[config.mk]
export PLATFORM = sky130hd
export DESIGN_NAME = priority_and_round_robin_scheduler_top
export DESIGN_NICKNAME = d
export VERILOG_FILES = /design/src/prrs_pkg.sv /design/src/prrs_fifo.sv /design/src/prrs_front.sv /design/src/prrs_back.sv /design/src/priority_and_round_robin_scheduler_top.sv
export SDC_FILE = /design/constraint.sdc
export NUM_CORES = 1
export LEC_CHECK = 0
export BUFFER_PORTS_ARGS = -buffer_cell sky130_fd_sc_hd__buf_4
export CORE_MARGIN = 5
export CORE_UTILIZATION = 45
export DETAILED_ROUTE_END_ITERATION = 8
export PLACE_DENSITY_LB_ADDON = 0.25
export SYNTH_ARGS = -nofsm -noshare
export SYNTH_HDL_FRONTEND = slang
export SYNTH_SLANG_ARGS = --single-unit
[constraint.sdc]
create_clock -name clk -period 16 [get_ports clk]
set_clock_uncertainty 0.15 [all_clocks]
set_input_delay 3.2 -clock clk [delete_from_list [all_inputs] [get_ports clk]]
set_output_delay 3.2 -clock clk [all_outputs]
set_load 0.02 [all_outputs]
[src/prrs_pkg.sv]
package prrs_pkg;

  localparam int NEED_W = 8;
  localparam int PID_W  = 4;

  // input word kinds
  localparam logic FUNC_LOAD = 1'b0;
  localparam logic FUNC_TICK = 1'b1;

  // scheduling modes
  localparam logic MODE_PRIO = 1'b0;
  localparam logic MODE_RR   = 1'b1;

  // configuration register indexes
  localparam logic CFG_MODE    = 1'b0;
  localparam logic CFG_QUANTUM = 1'b1;

  localparam logic [NEED_W-1:0] QUANTUM_RESET = 8'd2;
  localparam logic [NEED_W-1:0] SAT_MAX       = 8'hFF;

  // classified word handed from the front to the back
  typedef struct packed {
    logic              tick;
    logic              rr;
    logic [NEED_W-1:0] need;
  } cmd_t;

  typedef struct packed {
    logic              idle;
    logic [PID_W-1:0]  proc_id;
    logic [NEED_W-1:0] used_time;
    logic [NEED_W-1:0] left_time;
    logic              finished;
    logic              rotated;
  } res_t;

endpackage

[src/prrs_fifo.sv]
module prrs_fifo #(
  parameter int WIDTH = 8,
  parameter int DEPTH = 4
) (
  input  logic             clk,
  input  logic             rst,
  input  logic             wr_en,
  input  logic [WIDTH-1:0] wr_data,
  output logic             full,
  input  logic             rd_en,
  output logic [WIDTH-1:0] rd_data,
  output logic             empty
);

  localparam int PTRW = (DEPTH > 1) ? $clog2(DEPTH) : 1;
  localparam int CW   = $clog2(DEPTH + 1);

  logic [WIDTH-1:0] mem [DEPTH];
  logic [PTRW-1:0]  wr_ptr;
  logic [PTRW-1:0]  rd_ptr;
  logic [CW-1:0]    cnt;
  logic             wr_ok;
  logic             rd_ok;

  assign full    = (cnt == CW'(DEPTH));
  assign empty   = (cnt == '0);
  assign wr_ok   = wr_en & ~full;
  assign rd_ok   = rd_en & ~empty;
  assign rd_data = mem[rd_ptr];

  always_ff @(posedge clk) begin
    if (rst) begin
      wr_ptr <= '0;
      rd_ptr <= '0;
      cnt    <= '0;
    end else begin
      if (wr_ok) begin
        wr_ptr <= (wr_ptr == PTRW'(DEPTH - 1)) ? '0 : wr_ptr + 1'b1;
      end
      if (rd_ok) begin
        rd_ptr <= (rd_ptr == PTRW'(DEPTH - 1)) ? '0 : rd_ptr + 1'b1;
      end
      cnt <= cnt + CW'(wr_ok) - CW'(rd_ok);
    end
  end

  always_ff @(posedge clk) begin
    if (wr_ok) begin
      mem[wr_ptr] <= wr_data;
    end
  end

endmodule

[src/prrs_front.sv]
module prrs_front #(
  parameter int MAX_PROCS = 16
) (
  input  logic                               clk,
  input  logic                               rst,
  input  logic                               push,
  output logic                               full,
  input  logic                               func,
  input  logic [prrs_pkg::NEED_W-1:0]        need_time,
  input  logic                               mode,
  input  logic                               cmd_full,
  output logic                               cmd_push,
  output prrs_pkg::cmd_t                     cmd
);

  import prrs_pkg::*;

  localparam int CNTW = $clog2(MAX_PROCS + 1);

  logic [CNTW-1:0] loaded;
  logic            accept;
  logic            is_tick;
  logic            load_ok;

  assign full    = cmd_full;
  assign accept  = push & ~cmd_full;
  assign is_tick = (func == FUNC_TICK);
  // drop loads with no need and loads beyond capacity here
  assign load_ok = (need_time != '0) && (loaded < CNTW'(MAX_PROCS));

  assign cmd_push  = accept & (is_tick | load_ok);
  assign cmd.tick  = is_tick;
  assign cmd.rr    = (mode == MODE_RR);
  assign cmd.need  = need_time;

  always_ff @(posedge clk) begin
    if (rst) begin
      loaded <= '0;
    end else if (accept && !is_tick && load_ok) begin
      loaded <= loaded + 1'b1;
    end
  end

endmodule

[src/prrs_back.sv]
module prrs_back #(
  parameter int MAX_PROCS = 16
) (
  input  logic                        clk,
  input  logic                        rst,
  input  logic                        mode,
  input  logic [prrs_pkg::NEED_W-1:0] quantum,
  input  logic                        cmd_valid,
  input  prrs_pkg::cmd_t              cmd,
  output logic                        cmd_pop,
  input  logic                        res_full,
  output logic                        res_push,
  output prrs_pkg::res_t              res
);

  import prrs_pkg::*;

  localparam int IDW  = (MAX_PROCS > 1) ? $clog2(MAX_PROCS) : 1;
  localparam int CNTW = $clog2(MAX_PROCS + 1);

  localparam logic S_IDLE = 1'b0;
  localparam logic S_SCAN = 1'b1;

  typedef struct packed {
    logic [IDW-1:0]    id;
    logic [NEED_W-1:0] rem;
    logic [NEED_W-1:0] used;
  } entry_t;

  entry_t            q      [MAX_PROCS];
  entry_t            q_next [MAX_PROCS];
  logic [CNTW-1:0]   count, count_next;
  logic              state, state_next;
  logic [CNTW-1:0]   pos, pos_next;
  logic [IDW-1:0]    ld_id, ld_id_next;
  entry_t            run, run_next;
  logic              run_valid, run_valid_next;
  logic [NEED_W-1:0] slice, slice_next;

  logic [MAX_PROCS-1:0] le;
  logic              q_pop;
  logic              q_ins;
  logic [CNTW-1:0]   ins_pos;
  entry_t            ins_entry;

  logic              disp;
  entry_t            cur;
  entry_t            charged;
  logic [CNTW-1:0]   cnt_after;
  logic [NEED_W-1:0] slice_base;
  logic [NEED_W-1:0] slice_new;
  logic              fin;
  logic              rot_due;
  logic              rot;

  // per-entry compare against the incoming need
  for (genvar k = 0; k < MAX_PROCS; k++) begin : g_le
    assign le[k] = (q[k].rem <= cmd.need);
  end

  // charge one tick to the head (when dispatched) or the running process
  always_comb begin
    disp       = !run_valid && (count != '0);
    cur        = disp ? q[0] : run;
    cnt_after  = count - CNTW'(disp);
    charged    = cur;
    charged.rem  = (cur.rem != '0) ? cur.rem - 1'b1 : cur.rem;
    charged.used = (cur.used == SAT_MAX) ? cur.used : cur.used + 1'b1;
    slice_base = disp ? '0 : slice;
    slice_new  = (slice_base == SAT_MAX) ? slice_base : slice_base + 1'b1;
    fin        = (charged.rem == '0);
    rot_due    = !fin && (mode == MODE_RR) && (slice_new >= quantum);
    rot        = rot_due && (cnt_after != '0);
  end

  always_comb begin
    state_next     = state;
    pos_next       = pos;
    ld_id_next     = ld_id;
    run_next       = run;
    run_valid_next = run_valid;
    slice_next     = slice;
    q_pop          = 1'b0;
    q_ins          = 1'b0;
    ins_pos        = count;
    ins_entry      = charged;
    cmd_pop        = 1'b0;
    res_push       = 1'b0;
    res            = '0;

    unique case (state)
      S_IDLE: begin
        if (cmd_valid) begin
          if (cmd.tick) begin
            if (!res_full) begin
              cmd_pop  = 1'b1;
              res_push = 1'b1;
              if (!run_valid && count == '0) begin
                res.idle = 1'b1;
              end else begin
                q_pop          = disp;
                run_next       = charged;
                run_valid_next = !(fin || rot);
                slice_next     = (fin || rot_due) ? '0 : slice_new;
                if (rot) begin
                  q_ins   = 1'b1;
                  ins_pos = cnt_after;
                end
                res.proc_id   = PID_W'(cur.id);
                res.used_time = charged.used;
                res.left_time = charged.rem;
                res.finished  = fin;
                res.rotated   = rot;
              end
            end
          end else if (cmd.rr) begin
            // round robin: append at the tail
            q_ins          = 1'b1;
            ins_pos        = count;
            ins_entry.id   = ld_id;
            ins_entry.rem  = cmd.need;
            ins_entry.used = '0;
            ld_id_next     = ld_id + 1'b1;
            cmd_pop        = 1'b1;
          end else begin
            pos_next   = '0;
            state_next = S_SCAN;
          end
        end
      end
      S_SCAN: begin
        // advance past every entry with the same or smaller need
        if (pos < count && le[pos[IDW-1:0]]) begin
          pos_next = pos + 1'b1;
        end else begin
          q_ins          = 1'b1;
          ins_pos        = pos;
          ins_entry.id   = ld_id;
          ins_entry.rem  = cmd.need;
          ins_entry.used = '0;
          ld_id_next     = ld_id + 1'b1;
          cmd_pop        = 1'b1;
          state_next     = S_IDLE;
        end
      end
      default: state_next = S_IDLE;
    endcase

    count_next = count - CNTW'(q_pop) + CNTW'(q_ins);
  end

  // queue slots: each takes the new word, its left or right neighbour, or holds
  for (genvar k = 0; k < MAX_PROCS; k++) begin : g_q
    localparam int KP = (k > 0) ? k - 1 : 0;
    localparam int KN = (k + 1 < MAX_PROCS) ? k + 1 : k;
    always_comb begin
      priority if (q_ins && ins_pos == CNTW'(k)) begin
        q_next[k] = ins_entry;
      end else if (q_ins && ins_pos < CNTW'(k)) begin
        q_next[k] = q[KP];
      end else if (q_pop) begin
        q_next[k] = q[KN];
      end else begin
        q_next[k] = q[k];
      end
    end
    always_ff @(posedge clk) begin
      q[k] <= q_next[k];
    end
  end

  always_ff @(posedge clk) begin
    if (rst) begin
      state     <= S_IDLE;
      count     <= '0;
      pos       <= '0;
      ld_id     <= '0;
      run_valid <= 1'b0;
      run.id    <= '0;
      slice     <= '0;
    end else begin
      state     <= state_next;
      count     <= count_next;
      pos       <= pos_next;
      ld_id     <= ld_id_next;
      run_valid <= run_valid_next;
      run       <= run_next;
      slice     <= slice_next;
    end
  end

endmodule

[src/priority_and_round_robin_scheduler_top.sv]
// Process scheduler, shortest-need priority or round robin.
// Input channel (push/full): func selects a load (need_time ticks) or one
// scheduling tick. Loads give no result word; each tick gives exactly one.
// Result channel (empty/pop): idle, proc_id, used_time, left_time, finished
// and rotated of the oldest waiting word are on the ports while empty is low.
// Configuration: cfg_we writes cfg_data to register cfg_addr (0 mode,
// 1 quantum) at the clock edge; write only while the block is quiet.
// Words pass a four-entry command queue to the execution unit and a two-entry
// result queue. A tick is written into the command queue, handled by the
// execution unit and written into the result queue, whose head drives the
// ports; ticks can follow one per cycle while the result queue has room and
// no priority load is scanning. A round-robin load is appended at the tail
// directly; a priority load walks past p queued processes, p being at most
// MAX_PROCS - 1 (one queue entry compared per cycle), before it is inserted.
// Reset (rst, synchronous) empties both queues and the ready queue, clears
// the running process and slot counter, and sets mode 0 and quantum 2.
// When the receiver holds off pop, results collect in the result queue and
// then the command queue; full rises once the command queue is full.
module priority_and_round_robin_scheduler_top #(
  parameter int MAX_PROCS = 16
) (
  input  logic                        clk,
  input  logic                        rst,
  input  logic                        push,
  output logic                        full,
  input  logic                        func,
  input  logic [prrs_pkg::NEED_W-1:0] need_time,
  output logic                        empty,
  input  logic                        pop,
  output logic                        idle,
  output logic [prrs_pkg::PID_W-1:0]  proc_id,
  output logic [prrs_pkg::NEED_W-1:0] used_time,
  output logic [prrs_pkg::NEED_W-1:0] left_time,
  output logic                        finished,
  output logic                        rotated,
  input  logic                        cfg_we,
  input  logic                        cfg_addr,
  input  logic [prrs_pkg::NEED_W-1:0] cfg_data
);

  import prrs_pkg::*;

  localparam int CMD_DEPTH = 4;
  localparam int RES_DEPTH = 2;
  localparam int CMD_W     = $bits(cmd_t);
  localparam int RES_W     = $bits(res_t);

  logic              mode;
  logic [NEED_W-1:0] quantum;

  logic              cmd_push;
  logic              cmd_full;
  cmd_t              cmd_in;
  logic [CMD_W-1:0]  cmd_rd;
  cmd_t              cmd_out;
  logic              cmd_empty;
  logic              cmd_pop;

  logic              res_push;
  logic              res_full;
  res_t              res_in;
  logic [RES_W-1:0]  res_rd;
  res_t              res_out;

  always_ff @(posedge clk) begin
    if (rst) begin
      mode    <= MODE_PRIO;
      quantum <= QUANTUM_RESET;
    end else if (cfg_we) begin
      unique case (cfg_addr)
        CFG_MODE:    mode    <= cfg_data[0];
        CFG_QUANTUM: quantum <= cfg_data;
      endcase
    end
  end

  prrs_front #(.MAX_PROCS(MAX_PROCS)) u_front (
    .clk       (clk),
    .rst       (rst),
    .push      (push),
    .full      (full),
    .func      (func),
    .need_time (need_time),
    .mode      (mode),
    .cmd_full  (cmd_full),
    .cmd_push  (cmd_push),
    .cmd       (cmd_in)
  );

  prrs_fifo #(.WIDTH(CMD_W), .DEPTH(CMD_DEPTH)) u_cmd_q (
    .clk     (clk),
    .rst     (rst),
    .wr_en   (cmd_push),
    .wr_data (cmd_in),
    .full    (cmd_full),
    .rd_en   (cmd_pop),
    .rd_data (cmd_rd),
    .empty   (cmd_empty)
  );

  assign cmd_out = cmd_rd;

  prrs_back #(.MAX_PROCS(MAX_PROCS)) u_back (
    .clk       (clk),
    .rst       (rst),
    .mode      (mode),
    .quantum   (quantum),
    .cmd_valid (~cmd_empty),
    .cmd       (cmd_out),
    .cmd_pop   (cmd_pop),
    .res_full  (res_full),
    .res_push  (res_push),
    .res       (res_in)
  );

  prrs_fifo #(.WIDTH(RES_W), .DEPTH(RES_DEPTH)) u_res_q (
    .clk     (clk),
    .rst     (rst),
    .wr_en   (res_push),
    .wr_data (res_in),
    .full    (res_full),
    .rd_en   (pop),
    .rd_data (res_rd),
    .empty   (empty)
  );

  assign res_out   = res_rd;
  assign idle      = res_out.idle;
  assign proc_id   = res_out.proc_id;
  assign used_time = res_out.used_time;
  assign left_time = res_out.left_time;
  assign finished  = res_out.finished;
  assign rotated   = res_out.rotated;

endmodule

Word-level counts from Yosys, hierarchy flattened
Memories as Yosys holds them, arrays and structs flattened. A register that Yosys moved wholly into a read port is not among the register bits.
Cells that the tools add are included.
- add/subtract/negate cells: 17
- magnitude comparators: 36
- equality and inequality tests: 27
- muxes and demuxes: 120
- bitwise gates (word level): 15
- reductions and logical operators: 62
- operators with widths (cell ; number):
    20-bit 2-to-1 mux ; 52
    8-bit <= comparator ; 16
    23-bit 2-to-1 mux ; 4
    5-bit 2-to-1 mux ; 10
    1-bit logical AND ; 41
    5-bit by 4-bit == test with 1-bit output (second input constant) ; 8
    5-bit by 4-bit less-than comparator with 1-bit output (second input constant) ; 8
    8-bit 2-to-1 mux ; 5
    20-bit one-hot mux with 2 select lines ; 1
    1-bit 2-to-1 mux ; 32
    22-bit 2-to-1 mux ; 1
    5-bit by 3-bit == test with 1-bit output (second input constant) ; 4
    5-bit by 3-bit less-than comparator with 1-bit output (second input constant) ; 4
    5-bit one-hot mux with 2 select lines ; 2
    8-bit by 1-bit adder with 8-bit output (second input constant) ; 2
    8-bit == test (second input constant) ; 2
    4-bit 2-to-1 mux ; 4
    8-bit nonzero test ; 2
    2-bit inequality test (second input constant) ; 6
    5-bit by 1-bit adder with 5-bit output (second input constant) ; 2
    5-bit by 2-bit == test with 1-bit output (second input constant) ; 2
    5-bit zero test ; 2
    5-bit by 1-bit less-than comparator with 1-bit output (second input constant) ; 2
    5-bit by 2-bit less-than comparator with 1-bit output (second input constant) ; 2
    other kinds (34) ; 63
- register bits: 69
- RAM bits: 406
- logic and storage cells: 298
- memories kept: 3
- memory list (memory ; words ; bits a word ; rd ports ; clocked after Yosys merged registers in ; write ports ; RTL line ; text):
    u_back.q ; 16 ; 20 ; 16 ; 0 ; 16 ; prrs_back.sv:30 ; entry_t q [MAX_PROCS];
    u_res_q.mem ; 2 ; 23 ; 1 ; 1 ; 1 ; prrs_fifo.sv:18 ; logic [WIDTH-1:0] mem [DEPTH];
    u_cmd_q.mem ; 4 ; 10 ; 1 ; 1 ; 1 ; prrs_fifo.sv:18 ;

Depth between registers and ports, before layout
Gate-level depths: netlist of run 1.
- depth in word-level cells: 20
- mapped depth: 30

By module
Synthesis of run 1 repeated with hierarchy kept, for this count alone.
- cell total of the unflattened synthesis: 2386
- area, all modules: 27490.1 um^2
- by module, submodules not included (module ; instances ; cells each ; area an instance (um^2) ; seq. area each (um^2)):
    prrs_back ; 1 ; 2103 ; 22893.2 ; 10650.2
    prrs_fifo (u_cmd_q) ; 1 ; 102 ; 1923.1 ; 1381.3
    prrs_fifo (u_res_q) ; 1 ; 98 ; 1884.3 ; 1481.4
    priority_and_round_robin_scheduler_top ; 1 ; 41 ; 407.9 ; 180.2
    prrs_front ; 1 ; 42 ; 381.6 ; 100.1

Least setup slack after synthesis of run 1
OpenSTA, ideal clock, no wires.
- kind: reg-to-reg
- start point: register u_back.count[2] (netlist name)
- end point: memory u_back.q[1][80] in the netlist's numbering (enable)
- arrival: 6673 ps
- data required time: 15425 ps
- slack: 8753 ps
- cell stages (with the launch flop): 29
- path buffers: 5
- clock period less this slack: 7247 ps
- path through: dfxtp_1 inv_1 ha_1 or4b_1 buf_2 nand2_4 buf_4 buf_1 nand2_1 inv_1 ha_1 and2_1 nand4_1 and3_1 nand4_1 xor2_1 ha_1 a21o_1 a211oi_1 o211ai_1 nand2_1 nor2_1 o311ai_2 nand2_2 inv_2 o31ai_4 buf_6 buf_6 o21ai_0
- RTL lines (what ; RTL line):
    to (decl) ; prrs_back.sv:30

==> impl_results.rst, run 1 <==
.. list-table::
   :header-rows: 1

   * - Metric
     - Value
   * - Crit path launch type
     - register
   * - Share of final-layout standard cells stronger than drive strength 1
     - 10.8%
   * - Data required time of the critical path
     - 15.93 ns
   * - Endpoints failing hold
     - 0
   * - Storage element area
     - 0.0138 sq mm
   * - Sequential cell area fraction in the yosys report
     - 49.9%
   * - Slew Viols, Final
     - 0
   * - Number of port buffers
     - 47
   * - Routed wirelength normalized by instance count
     - 25.5 um
   * - Flip-flop cell with the highest count after synthesis
     - edfxtp_1
   * - Final setup fails
     - 0
   * - Final critical-path required period
     - 8.65 ns
   * - Mean Syn Cell Area
     - 11.2 sq um
   * - Vias in the first global route
     - 20.9k
   * - Hold-fix buffers, CTS
     - 0
   * - Horizontal die dimension
     - 258 um
   * - Routed wire length
     - 83.7 mm
   * - Post-detailed-route DRC marker count
     - 0
   * - Post-CTS Repair Setup Buffers
     - 0
   * - Number of clock sinks
     - 478
   * - Warning count from the yosys run
     - 0
   * - Iteration count of the initial detailed-routing pass
     - 6
   * - # nets final
     - 2655
   * - Weighted congestion at the end of routability-driven global placement
     - 0.913
   * - Footprint of the multi-input gates
     - 0.0130 sq mm
   * - First-pass GRT wire length
     - 127 mm
   * - Critical path class
     - register to register
   * - Post-route ant nets
     - 0
   * - Core area
     - 0.0606 sq mm
   * - Area of the die
     - 0.0665 sq mm
   * - Effective utilization at floorplan
     - 45.6%
   * - Outcome
     - finished clean
   * - Clock tree from TritonCTS
     - done
   * - Setup repair after global routing missed its margin
     - false
   * - Worst reg-to-reg setup slack
     - 7.35 ns
   * - Cell Area, Synth
     - 0.0276 sq mm
   * - DRC violation total after the first TritonRoute iteration
     - 1938
   * - Library cell used as clock root buffer
     - clkbuf_16
   * - Crit path max fanout
     - 41
   * - Sort of element at the end of the critical path
     - register
   * - Final HPWL DP
     - 56.7 mm
   * - Vias
     - 20.9k
   * - Num CTS Buffers
     - 53
   * - Count of fill cells added during filler insertion
     - 5416
   * - Vertical die dimension
     - 258 um
   * - Reported max-cap violation count
     - 0
   * - Cells resized by post-CTS repair
     - 0
   * - Setup TNS
     - 0 ns
   * - Worst Hold Class
     - register to register
   * - Skew-Pair Late Insertion Delay
     - 0.62 ns
   * - Clock input transition at the sequential cells of the worst setup and hold paths
     - 0.06 ns
   * - All-layer global routing usage
     - 24.4%
   * - Async SR Flop Fraction
     - 0%
   * - Site row count
     - 90
   * - Number of distinct library cell variants in the gate-level netlist after synthesis
     - 95
   * - Total nets after synthesis
     - 2652
   * - Data arrival time of the critical path
     - 8.58 ns
   * - Max-slew headroom at the worst pin
     - 3.13%
   * - Cell count after synthesis
     - 2461
   * - Maximum buffer depth of the clock tree
     - 3
   * - Period Utilization, post-route
     - 54.1%
   * - EDFF count, synth
     - 422
   * - Inserted Diodes
     - 0
   * - GRT overflow
     - 0
   * - Initial antenna violation count
     - 0
   * - Highest clock rate
     - 0.116 GHz
   * - Flip-flop and latch count after synthesis
     - 478
   * - # H-tree levels
     - 2
   * - Largest net degree at the start of global routing
     - 64
   * - I/O pin count
     - 48
   * - Relative area change from synthesis to final layout
     - 10.3%
   * - Via density per instance
     - 6.35
   * - Slew at the pin with the worst max-slew slack
     - 1.45 ns
[area by class of cell]
type,instances,share of cell area [%]
Clock inverter,23,1.03
Timing Repair Buffer,96,2.36
Tap cell,782,3.21
Multi-Input combinational cell,1754,42.5
Sequential cell,478,45.2
Clock buffer,70,4.69
Inverter,81,0.997
[synthesized netlist by cell type (35+ instances only)]
master	n	area (sq um)
o21ai_0	187	936
dfxtp_1	56	1120
a21oi_1	105	526
nor3_1	58	290
clkbuf_1	81	304
o21ai_1	40	200
a221o_1	54	541
o211ai_1	53	398
nor2_1	139	522
inv_1	76	285
buf_2	37	185
mux2i_1	267	2670
nand2_1	142	533
and2_1	35	219
ha_1	166	2080
edfxtp_1	422	12700
nand3_1	150	751
nor2b_1	40	250
[worst max-delay path, cell delays in order (launching register included)]
cell	delay (ns)
dfxtp_1	0.38
inv_1	0.18
ha_1	0.22
or4b_1	0.61
nand2_4	0.39
nand2_1	0.15
inv_1	0.09
ha_1	0.19
and2_1	0.18
nand4_1	0.23
and3_1	0.29
nand4_1	0.10
xor2_1	0.20
ha_1	0.29
a21o_1	0.17
a211oi_1	0.22
o211ai_1	0.14
nand3_1	0.24
nor2_2	0.12
mux2i_1	0.30
o311a_1	0.92
nor3_2	0.08
buf_4	0.33
nand2_1	0.91
nand3_1	1.01
[sequential cells by signal (all words and copies together) (netlist names), named ones only]
name and count:
u_res_q.cnt 2, u_cmd_q.rd_ptr 2, u_front.loaded 5, u_back.ld_id 4
u_back.run 20, u_res_q.wr_ptr 1, u_back.pos 5, quantum 8
u_back.slice 8, u_back.count 5, u_res_q.rd_ptr 1, mode 1
u_back.run_valid 1, u_cmd_q.cnt 3, u_back.q 320, u_back.state 1
u_res_q.mem 46, u_cmd_q.wr_ptr 2, u_cmd_q.mem 40
[cells by family after synthesis]
| kind of cell | share of synthesized area, % |
|---|---|
| and+or+nand+nor | 12.3 |
| AOI/OAI and AO/OA | 13.5 |
| DFF | 49.9 |
| muxes | 11.8 |
| buffers and inverters | 3.71 |
| adders and majority gates | 7.66 |
| xor gates and xnor gates | 1.05 |
[per-stage QoR]
stage          hold WS [ns]  worst slack [ns]  util (%)  area (sq um)  cells
5_1_grt               0.329              6.72      50.3         30500   3284
6_report              0.307              7.35      50.3         30500   3284
3_5_place_dp          0.297              7.35      47.5         28800   3191
2_1_floorplan         0.285              8.75         -         27600   2461
3_3_place_gp          0.292              7.53      47.5         28800   3191
4_1_cts               0.306              7.35      50.3         30500   3284
[metal layers]
metal | GRT usage [%] | share of wire, % | vias up
met5 | 0 | 0 | -
met4 | 8.80 | 3.6 | 0
met3 | 4.32 | 7.7 | 180
met2 | 40.5 | 48 | 921
met1 | 32.3 | 41 | 10300
li1 | - | - | 9413
[final timing paths]
| kind | to | depth (start not counted) | start |
|---|---|---|---|
| worst max-delay path | u_back.q[0][85] | 24 | u_back.count[2] |
| worst min-delay path | u_back.run[17] | 2 | u_back.run[17] |
| worst min register to register | u_back.run[17] | 2 | u_back.run[17] |
| worst max register to register | u_back.q[0][85] | 24 | u_back.count[2] |
[cells in the final DEF (no fill, tap or decap), types with 5 or more instances in the layout]
cell type    n
nor2_1     138
a22oi_1     11
buf_4       96
a21oi_1    103
a221o_1     54
nand2_1    142
clkbuf_1    13
nor3_1      57
xor2_1      21
and3_1      12
inv_1       76
nand2b_1     9
o31a_1       5
bufinv_16    6
and2_1      35
o211ai_1    53
nand4_1     31
o21ai_1     40
dfxtp_1     56
o311ai_1     5
or3_1        6
o221ai_1    10
a21o_1      22
xnor2_1     12
nor3_4       5
nor4_1       7
nand3_1    149
edfxtp_1   422
o31ai_1      6
clkbuf_16   53
a211oi_1     9
o21a_1       7
mux2i_1    265
nor3b_1      5
ha_1       166
nor2b_1     40
mux2_2      33
clkinv_1     7
o21ai_0    183
mux4_2      10
Power of run 1 is left out: the tool's default activity adds up to more than one toggle a clock period on the data nets, which glitch-free logic cannot reach.
==> run 2, diff against run 1 <==
- clock period: 16 -> 8.6 ns (I/O delays scaled with it)
==> run 2 against run 1 <==
Net effect: global-route usage shrank 0.056 points; highest routed layer unchanged; flip-flop and latch count unchanged; via count is 1.7% higher; hold slack lost 0.0038 ns; sequential share of layout area fell by 0.22 points; design area rose by 0.48%; wire length decreased by 0.19%; first-iteration DRC count fell by 0.93%; non-clock buffer count rose by 15; final cell count is 0.52% higher; die area stayed put; largest cell class unchanged.
==> impl_results.rst, run 2 (synthesized netlist as in run 1, its figures left out) <==
.. list-table::
   :header-rows: 1

   * - Metric
     - Value
   * - First-pass GRT wire length
     - 128 mm
   * - Share of final-layout standard cells stronger than drive strength 1
     - 11.4%
   * - DRC violation total after the first TritonRoute iteration
     - 1920
   * - Count of fill cells added during filler insertion
     - 5373
   * - Maximum buffer depth of the clock tree
     - 3
   * - # nets final
     - 2669
   * - Maximum cell stage delay along the critical path
     - 1.03 ns
   * - Cell area after placement
     - 0.0289 sq mm
   * - Weighted congestion at the end of routability-driven global placement
     - 0.897
   * - Initial antenna violation count
     - 0
   * - Highest-count cells in the layout ignoring fill and taps
     - 422 x edfxtp_1, 265 x mux2i_1, 183 x o21ai_0
   * - Footprint of the multi-input gates
     - 0.0130 sq mm
   * - Vias
     - 21.2k
   * - Sort of element at the end of the critical path
     - register
   * - Post-CTS Repair Setup Buffers
     - 0
   * - GRT overflow
     - 0
   * - Area of the die
     - 0.0665 sq mm
   * - Relative area change from synthesis to final layout
     - 10.9%
   * - Vias in the first global route
     - 21.4k
   * - Worst path most repeated cell
     - ha_1
   * - Hold-fix buffers, CTS
     - 0
   * - # H-tree levels
     - 2
   * - Via density per instance
     - 6.43
   * - Post-detailed-route DRC marker count
     - 0
   * - Skew-Pair Late Insertion Delay
     - 0.61 ns
   * - Library cell used as clock root buffer
     - clkbuf_16
   * - Num CTS Buffers
     - 52
   * - CP Cell Sequence
     - inv_1, ha_1, or4b_1, nand2_4, nand2_1, inv_1, ha_1, and2_1, nand4_1, and3_1, nand4_1, xor2_1, ha_1, a21o_1, a211oi_1, o211ai_1, nand3_1, nor4b_2, a221oi_2, o31ai_2, buf_4, o21ai_1, nand2_1
   * - Routed wirelength normalized by instance count
     - 25.3 um
   * - Cell with the largest stage delay on the worst path
     - o21ai_1
   * - Data arrival time of the critical path
     - 7.61 ns
   * - Clock tree from TritonCTS
     - done
   * - Horizontal die dimension
     - 258 um
   * - Largest net degree at the start of global routing
     - 57
   * - Slew Viols, Final
     - 0
   * - Final design area excluding fillers
     - 0.0306 sq mm
   * - Final critical-path required period
     - 7.65 ns
   * - Iteration count of the initial detailed-routing pass
     - 6
   * - Registers with the most flip-flops
     - u_back.q (320), u_res_q.mem (46), u_cmd_q.mem (40)
   * - Max-slew headroom at the worst pin
     - 12.2%
   * - Vertical die dimension
     - 258 um
   * - Cells resized by post-CTS repair
     - 0
   * - Worst Hold Class
     - register to register
   * - Top register by number of flip-flops
     - u_back.q
   * - Core area
     - 0.0606 sq mm
   * - Hold path depth
     - 2
   * - Crit path max fanout
     - 25
   * - Clock input transition at the sequential cells of the worst setup and hold paths
     - 0.06 ns
   * - Setup TNS
     - 0 ns
   * - Storage element area
     - 0.0138 sq mm
   * - Final setup fails
     - 0
   * - Worst-case setup slack after placement
     - 1.06 ns
   * - Highest clock rate
     - 0.131 GHz
   * - Number of clock sinks
     - 478
   * - Inserted Diodes
     - 0
   * - Crit path launch type
     - register
   * - Slew at the pin with the worst max-slew slack
     - 1.31 ns
   * - Final HPWL DP
     - 58.5 mm
   * - Largest register FFs
     - 320
   * - Final worst-path setup slack
     - 0.948 ns
   * - Critical path class
     - register to register
   * - Routed wire length
     - 83.5 mm
   * - Endpoints failing hold
     - 0
   * - R2R cell count
     - 23
   * - Post-route ant nets
     - 0
   * - Period Utilization, post-route
     - 89.0%
   * - All-layer global routing usage
     - 24.3%
   * - Data required time of the critical path
     - 8.56 ns
   * - Most common cell after layout, fill and taps aside
     - edfxtp_1
   * - I/O pin count
     - 48
   * - Site row count
     - 90
   * - Outcome
     - finished clean
   * - Effective utilization at floorplan
     - 45.6%
   * - Number of port buffers
     - 47
   * - Reported max-cap violation count
     - 0
   * - Setup repair after global routing missed its margin
     - false
run 2: layout make-up:
type | count | share of cell area [%]
Timing Repair Buffer | 111 | 2.76
Tap cell | 782 | 3.19
Clock inverter | 27 | 1.16
Clock buffer | 68 | 4.61
Sequential cell | 478 | 45.0
Inverter | 81 | 0.992
Multi-Input combinational cell | 1754 | 42.3
run 2: final timing paths:
check / slack (ns) / end / start
max: 0.95 / u_back.q[0][116] / u_back.count[2]
max reg2reg: 0.95 / u_back.q[0][116] / u_back.count[2]
min: 0.30 / u_back.run[17] / u_back.run[17]
min reg2reg: 0.30 / u_back.run[17] / u_back.run[17]
run 2: per-stage QoR:
step	hold slack [ns]	utilization, %	std cells
global route	0.321	50.6	3301
floorplan	0.285	-	2461
detailed placement	0.296	47.7	3206
finish	0.303	50.6	3301
CTS	0.304	50.6	3301
global placement	0.291	47.7	3206
run 2: worst max-delay path, delay by kind of cell, from the launching register on:
kind,cells,cell delay (ns)
buffers and inverters,3,0.49
AO/OA/AOI/OAI,6,2.03
XOR/XNOR,1,0.19
AND/OR/NAND/NOR,10,3.19
adder cells (fa/ha/maj),3,0.69
flip-flops,1,0.39
run 2: layer usage:
metal | part of all wire (%) | GRT usage, %
met5 | 0 | 0
met4 | 4.3 | 10.1
met3 | 7.7 | 3.92
met2 | 48 | 40.7
met1 | 40 | 31.7
Power of run 2 is left out for the same reason.
